### src/rtl/aabb_ram.sv
// ----------------------------------------------------------------------------
// aabb_ram
// Generic single-write, single-read RAM with a registered, enabled read.
// ----------------------------------------------------------------------------
module aabb_ram #(
    parameter  int WIDTH = 8,
    parameter  int DEPTH = 32,
    localparam int AW    = $clog2(DEPTH)
) (
    input  logic             clk,
    input  logic             we,
    input  logic [AW-1:0]    waddr,
    input  logic [WIDTH-1:0] wdata,
    input  logic             re,
    input  logic [AW-1:0]    raddr,
    output logic [WIDTH-1:0] rdata
);

    logic [WIDTH-1:0] mem [DEPTH];
    logic [WIDTH-1:0] rdata_reg;

    always_ff @(posedge clk)
    begin
        if (we)
        begin
            mem[waddr] <= wdata;
        end
        if (re)
        begin
            rdata_reg <= mem[raddr];
        end
    end

    assign rdata = rdata_reg;

endmodule

### config.mk
export PLATFORM = sky130hd
export DESIGN_NAME = aabb_ram
export DESIGN_NICKNAME = d
export VERILOG_FILES = /design/src/rtl/aabb_ram.sv
export SDC_FILE = /design/constraint.sdc
export NUM_CORES = 1
export LEC_CHECK = 0
export BUFFER_PORTS_ARGS = -buffer_cell sky130_fd_sc_hd__buf_2
export CORE_AREA = 3 3 129 131
export DETAILED_ROUTE_END_ITERATION = 16
export DIE_AREA = 0 0 132 134
export GPL_TIMING_DRIVEN = 1
export HOLD_SLACK_MARGIN = 0.08
export MAX_ROUTING_LAYER = met4
export PLACE_DENSITY = 0.91
export SKIP_CTS_REPAIR_TIMING = 1
export SLEW_MARGIN = 20
export SYNTH_ARGS = -nofsm -noshare
export SYNTH_HDL_FRONTEND = slang
export SYNTH_SLANG_ARGS = --single-unit
### constraint.sdc
create_clock -name clk -period 5.9 [get_ports clk]
set_clock_uncertainty 0.1 [all_clocks]
set_input_delay 0 -clock clk [delete_from_list [all_inputs] [get_ports clk]]
set_output_delay 0 -clock clk [all_outputs]
set_load 0.005 [all_outputs]
==> results.cfg, run 1 <==
[synthesis]
synth_area_um2 = 10130
synth_ff_type = edfxtp_1
ys_ff_latch = 264
ys_top_cells_by_area = edfxtp_1 (78%), mux4_2 (18%), nor2_1 (1.2%), mux2_2 (0.89%), buf_4 (0.44%)
synth_edf_count = 264
yosysSeqAreaShare_pct = 78.23
async_flop_share_pct = 0
yosysUniqueCellTypes = 14
avgSynthCellArea_um2 = 24.30
ys_warn_count = 0
synthTopCellsByCount = edfxtp_1 (264), mux4_2 (80), nor2_1 (33), mux2_2 (8)
synth.most_common_cell = edfxtp_1
syn_inst = 417
yosysTopAreaCellShare_pct = 78.23
synth_area_leader_cell = edfxtp_1
syn-num-nets = 438

[setup_path]
critPathLaunch = raddr[0]
cp_slowest_stage_delay_ns = 0.67
start_kind = input port
crit_arrival_ns = 2.61
r2r-start = mem[8][6]
crit_slowest_cell = buf_4
critPathRequiredTime_ns = 6.07
path_max_fanout = 47
critPathCaptureType = flop
crit_path_cell_trace = buf_4 -> buf_4 -> mux4_2 -> mux4_2 -> mux2_2
criticalPathCategory = in2reg
r2r_slack_ns = 3.79

[die]
core_region_area_um2 = 15710
die_h_um = 134
row_count = 46
die_area_um2 = 17690
die_width_um = 132
start_util_pct = 64.49
ios = 29

[hold_path]
min_from = waddr[2]
min_path_type = in2reg

[sta]
relSlewSlack_pct = 31.19
hold_ws_ns = 0.06220
slew_violations = 0
period_share_pct = 41.37
tightestPinTransition_ns = 1.028
timing.final.ws_setup_ns = 3.459
setup_violations = 0
grt_setup_unrepaired = false
finalSetupTns_ns = 0
fmax_mhz = 409.7
min_period_ns = 2.441
hold_viol_final = 0

[pwr]
pwr-share-clk_pct = 39.5
netSwitchingPower_mw = 0.7636
peakVddDrop_v = 0.0002173
p_leak_nw = 3.508
seq_power_share_pct = 55.4
p_sw_share_pct = 20.10
p_per_area_nw_per_um2 = 335.8
cellInternalPower_mw = 3.036
share_comb_of_total_power_pct = 5.2

[cells_and_area]
nets = 484
seq_area_um2 = 7928
multiInputGateArea_um2 = 2100
largest_reg_flops = 256
syn2layout_area_growth_pct = 11.67
drive_gt1_share_pct = 31.39
postLayoutCellArea_um2 = 11320
nFillCells = 833

[clock_network]
cts_tree = yes
clock_path_buffers = 3
clk_latency_ns = 0.52
cts_made_buffers = 24
cts.sinks = 264
clk_pin_slew_ns = 0.06
cts-root-buf = clkbuf_16
htreeDepth = 1

[drt]
detail_route.vias_per_cell = 6.794
first_pass_iters = 5
wl_per_cell_um = 31.44
ant_nets = 0
finalWirelength_mm = 22.01
drcViolationCount = 0
vias = 4756
drt-initial-drc-count = 728

[job]
cap_violations = 0

[placement]
dp_hpwl_mm = 12.59
io_buffer_count = 28
gp_congestion = 0.8453
place_ws_ns = 2.894
place_area_um2 = 10460

[grt]
globalRouteOverflowTotal = 0
grtUsageTotal_pct = 26.63
first_global_vias = 4751
grt_pass1_wl_mm = 32.68
antenna_found_initial = 2
grt_max_degree = 65

[run_status]
status = completed
## kinds of logic after synthesis
kind of cell / Yosys count / share of synthesized area (%)
flip-flops: 264 / 78.23
buffers and inverters: 20 / 1.049
AND/OR/NAND/NOR: 45 / 2.050
multiplexers: 88 / 18.67
## cell usage in the layout (no fill, tap or decap), drive strengths merged
| cell | Yosys | final |
|---|---|---|
| mux2 | 8 | 8 |
| clkbuf | 6 | 30 |
| edfxtp | 264 | 264 |
| nand3 | 2 | 2 |
| nand2 | 1 | 1 |
| or3 | 1 | 1 |
| or3b | 3 | 3 |
| clkinv | 0 | 12 |
| bufinv | 0 | 2 |
| diode | 0 | 3 |
| mux4 | 80 | 80 |
| buf | 14 | 30 |
| nand3b | 5 | 5 |
| dlygate4sd3 | 0 | 10 |
| nor2 | 33 | 33 |
## power groups by stage
stage               Clock (mW)  Sequential (mW)  Combinational (mW)
floorplan                    0             2.14               0.111
global placement             0             2.14               0.177
detailed placement           0             2.14               0.188
CTS                       1.51             2.10               0.192
global route              1.57             2.10               0.208
finish                    1.50             2.10               0.196
## routing by layer
metal	track usage, %	vias up	wire (µm)
li1	-	1887	-
met1	38.06	2449	8313
met2	38.97	373	10550
met3	6.302	47	2420
met4	9.510	0	719
met5	-	-	0
## critical path, delay by kind of cell
family	cells	cell delay [ns]
buf+inv	2	1.16
mux	3	1.41
## layout make-up
type                    instances  share of cell area, %
flip-flops and latches        264                  70.06
repair buffers                 40                  2.278
clock buffers                  30                  5.694
clock inverters                14                 0.9620
well taps                     216                  2.388
multi-input cells             133                  18.55
diodes                          3                0.06634
## stage by stage
| step | power, mW | utilization [%] | instances |
|---|---|---|---|
| after floorplan | 2.250 | - | 417 |
| after global routing | 3.887 | 72.00 | 699 |
| after CTS | 3.805 | 71.33 | 687 |
| after global placement | 2.319 | 66.54 | 643 |
| final | 3.800 | 72.02 | 700 |
| after detailed placement | 2.331 | 66.54 | 643 |
## final timing paths
check | cells past startpoint | end
setup / recovery | 5 | rdata[4]
hold / removal | 3 | mem[20][3]
setup reg to reg | 3 | rdata[6]
hold reg to reg | 3 | rdata[3]
Power figures use the tool's default switching activity.
==> run 2: changes to the inputs <==
Settings changed: CORE_AREA 3 3 129 131 to 3 3 140 142, DIE_AREA 0 0 132 134 to 0 0 143 145, PLACE_DENSITY 0.91 to 0.83.
Clock period 5.9 ns to 2.05 ns, I/O delays scaled along.
==> results.cfg, run 2 (synthesized netlist as in run 1, its figures left out) <==
[run_status]
status = complete, but fails checks
violations = setup timing

[setup_path]
start_kind = flop
r2r_slack_ns = -0.06
r2r-start = mem[27][1]
crit_slowest_cell = mux4_2
crit_arrival_ns = 2.27
r2r_cells = 3
critPathCaptureType = flop
critPathRequiredTime_ns = 2.21
path_max_fanout = 1
cp_slowest_stage_delay_ns = 0.54
crit_top_cell = mux4_2
crit_path_cell_trace = mux4_2 -> mux4_2 -> mux2_4
critPathLaunch = mem[27][1]
criticalPathCategory = reg2reg
endpoint = rdata[1]
r2r_end = rdata[1]

[grt]
grt_max_degree = 33
grtUsageTotal_pct = 21.63
grt_pass1_wl_mm = 31.95
antenna_found_initial = 3
first_global_vias = 4929
globalRouteOverflowTotal = 0

[pwr]
p_per_area_nw_per_um2 = 922.4
cellInternalPower_mw = 8.666
p_sw_share_pct = 20.05
pwr-share-clk_pct = 38.6
seq_power_share_pct = 55.8
p_leak_nw = 3.768
peakVddDrop_v = 0.0007713
share_comb_of_total_power_pct = 5.6
total_power_mw = 10.84
netSwitchingPower_mw = 2.173

[clock_network]
htreeDepth = 1
clock_path_buffers = 3
clk_pin_slew_ns = 0.06
clk_latency_ns = 0.52
cts.sinks = 264
cts_made_buffers = 24
cts-root-buf = clkbuf_16
cts_tree = yes

[sta]
hold_viol_final = 0
relSlewSlack_pct = 57.48
setup_violations = 6
slew_violations = 0
timing.final.ws_setup_ns = -0.06063
period_share_pct = 103.0
grt_setup_unrepaired = true
tightestPinTransition_ns = 0.6378
min_period_ns = 2.111
fmax_mhz = 473.8

[drt]
drt-initial-drc-count = 676
vias = 4761
ant_nets = 0
detail_route.vias_per_cell = 6.264
first_pass_iters = 5
finalWirelength_mm = 21.01
wl_per_cell_um = 27.64
drcViolationCount = 0

[cells_and_area]
drive_gt1_share_pct = 37.48
mostFrequentLayoutCell = edfxtp_1
syn2layout_area_growth_pct = 15.97
postLayoutCellArea_um2 = 11750
nFillCells = 1138
final_cell_mix = edfxtp_1 (264), mux4_2 (80), buf_4 (34), nor2_1 (33), buf_2 (27)
nets = 526
largest_reg_flops = 256

[placement]
gp_congestion = 0.8370
place_area_um2 = 10850
dp_hpwl_mm = 12.96
io_buffer_count = 28

[die]
die_h_um = 145
row_count = 50
core_region_area_um2 = 18580
die_width_um = 143
ios = 29
start_util_pct = 54.54
die_area_um2 = 20740

[hold_path]
min_from = waddr[1]
min_path_type = in2reg

[job]
cap_violations = 0
## run 2: cell types whose count changed in the layout (fill, tap and decap cells not counted), moves of 4 or more
cell / before / now
buf_12: 0 / 7
dlygate4sd3_1: 10 / 14
clkinv_2: 3 / 9
buf_4: 3 / 34
clkinv_1: 9 / 3
## run 2: worst min-delay path by stage
| stage | endpoint | depth (start not counted) |
|---|---|---|
| floorplan | mem[0][0] | 0 |
| global placement | rdata[5] | 1 |
| detailed placement | rdata[5] | 1 |
| CTS | rdata[0] | 1 |
| global route | rdata[1] | 3 |
| finish | mem[30][5] | 3 |
## run 2: cell type report
cell class | count | area (µm²) | area share, %
clock buffer | 29 | 640.6 | 5.451
tap | 234 | 292.8 | 2.491
antenna | 3 | 7.507 | 0.06388
multi-input combinational | 133 | 2111 | 17.96
timing repair buffer | 82 | 670.6 | 5.707
clock inverter | 15 | 101.3 | 0.8624
sequential | 264 | 7928 | 67.46
## run 2: power groups by stage
stage,clock (mW),combinational [mW],sequential [mW]
after floorplan,0,0.320,6.15
after global placement,0,0.552,6.16
after detailed placement,0,0.576,6.17
after CTS,4.24,0.584,6.05
after global routing,4.47,0.646,6.05
final,4.18,0.606,6.05
## run 2: layer usage
layer / track usage, % / vias to the layer above / routed length, µm
met1: 31.14 / 2497 / 8452
met3: 4.647 / 29 / 1836
li1: - / 1959 / -
met4: 5.466 / 0 / 344
met5: - / - / 0
met2: 32.50 / 276 / 10370
## run 2: stage by stage
| stage | utilization, % | setup WS (ns) | TNS [ns] | cells | hold WS [ns] |
|---|---|---|---|---|---|
| CTS | 62.39 | -0.06834 | -0.1007 | 743 | -0.2561 |
| detailed placement | 58.40 | -0.1213 | -0.7886 | 699 | 0.2712 |
| floorplan | - | 0.008307 | 0 | 417 | -0.001131 |
| global placement | 58.40 | -0.09226 | -0.5807 | 699 | 0.2764 |
| finish | 63.25 | -0.06063 | -0.1055 | 760 | 0.1226 |
| global route | 63.25 | -0.05525 | -0.2262 | 760 | 0.1535 |
## run 2: worst max-delay path: cells and delay by family (launching register included)
kind	cells	cell delay (ns)
flip-flops	1	0.43
multiplexers	3	1.32
==> run 3: changes to the inputs <==
Settings changed: CORE_AREA 3 3 140 142 to 2 2 139 141, DIE_AREA 0 0 143 145 to 0 0 141 143.
==> results.cfg, run 3 (synthesized netlist as in run 1, its figures left out) <==
[grt]
globalRouteOverflowTotal = 0
first_global_vias = 4927
grtUsageTotal_pct = 23.34
grt_max_degree = 33
grt_pass1_wl_mm = 32.25
antenna_found_initial = 0

[die]
row_count = 50
die_width_um = 141
die_area_um2 = 20160
ios = 29
die_h_um = 143
start_util_pct = 54.54
core_region_area_um2 = 18580

[pwr]
p_leak_nw = 3.768
total_power_mw = 10.94
p_per_area_nw_per_um2 = 932.8
peakVddDrop_v = 0.0005456

[clock_network]
htreeDepth = 1
clk_latency_ns = 0.52
cts_tree = yes
cts-root-buf = clkbuf_16
clock_path_buffers = 3
cts.sinks = 264
clk_pin_slew_ns = 0.06
cts_made_buffers = 24

[cells_and_area]
largest_reg_flops = 256
fin_util_pct = 63.12
final_cell_mix = edfxtp_1 (264), mux4_2 (80), buf_4 (35), nor2_1 (33), buf_2 (27)
nets = 523
diodes = 0
drive_gt1_share_pct = 37.26
mostFrequentLayoutCell = edfxtp_1
syn2layout_area_growth_pct = 15.74

[run_status]
violations = setup timing
status = complete, but fails checks

[hold_path]
min_path_type = in2reg

[sta]
tightestPinTransition_ns = 0.6499
finalSetupTns_ns = -0.007630
relSlewSlack_pct = 56.67
timing.final.ws_setup_ns = -0.007630
period_share_pct = 100.4
min_period_ns = 2.058
hold_viol_final = 0
setup_violations = 1
fmax_mhz = 486.0
slew_violations = 0
grt_setup_unrepaired = true

[drt]
vias = 4743
wl_per_cell_um = 28.84
detail_route.vias_per_cell = 6.307
first_pass_iters = 5
finalWirelength_mm = 21.69
drt-initial-drc-count = 630
drcViolationCount = 0
ant_nets = 0

[setup_path]
critPathRequiredTime_ns = 2.21
criticalPathCategory = reg2reg
crit_arrival_ns = 2.22
crit_slowest_cell = mux4_2
path_max_fanout = 1
crit_path_cell_trace = mux4_2 -> mux4_2 -> mux2_4
cp_slowest_stage_delay_ns = 0.53
critPathCaptureType = flop
crit_top_cell = mux4_2
path_buf_inv = 0
critPathTopFamily = multiplexers
start_kind = flop

[placement]
dp_hpwl_mm = 12.78
io_buffer_count = 28
gp_congestion = 0.8080

[job]
cap_violations = 0
run 3: worst min-delay path: cells and delay by family:
| kind | cells | cell delay, ns |
|---|---|---|
| buffers and inverters | 2 | 0.33 |
| and+or+nand+nor | 2 | 0.20 |
run 3: layout make-up:
cell class	count	area, µm²
clock buffer	27	633.1
clock inverter	15	126.4
fill	1163	6852
multi-input combinational	133	2111
sequential	264	7928
tap	234	292.8
timing repair buffer	79	638.1
run 3: worst paths after layout:
kind	from	end	slack, ns	depth (start not counted)
min	waddr[3]	mem[29][2]	0.09	4
max reg2reg	mem[23][2]	rdata[2]	-0.008	3
max	mem[23][2]	rdata[2]	-0.008	3
min reg2reg	mem[29][5]	rdata[5]	0.89	3
run 3: metrics by stage:
stage | cells | hold WS [ns] | worst slack (ns) | area [µm²]
6_report | 752 | 0.09072 | -0.007630 | 11730
5_1_grt | 752 | 0.1089 | -0.02697 | 11730
4_1_cts | 742 | -0.2547 | -0.02283 | 11620
3_5_place_dp | 700 | 0.2807 | -0.09424 | 10860
3_3_place_gp | 700 | 0.2752 | -0.08633 | 10860
2_1_floorplan | 417 | -0.001131 | 0.008307 | 10130
run 3: routing by layer:
layer | track usage (%) | wire (µm) | up-vias
li1 | - | - | 1955
met1 | 32.26 | 8485 | 2475
met2 | 35.94 | 10660 | 282
met3 | 4.661 | 2046 | 31
met4 | 7.474 | 501 | 0
met5 | - | 0 | -
run 3: where the power goes:
part	switching [mW]	total, mW	leakage [nW]	internal [mW]
sequential	0.0268	6.05	2.38	6.02
clock	1.82	4.29	0.375	2.47
combinational	0.321	0.603	1.01	0.282
total	2.16	10.9	3.77	8.78
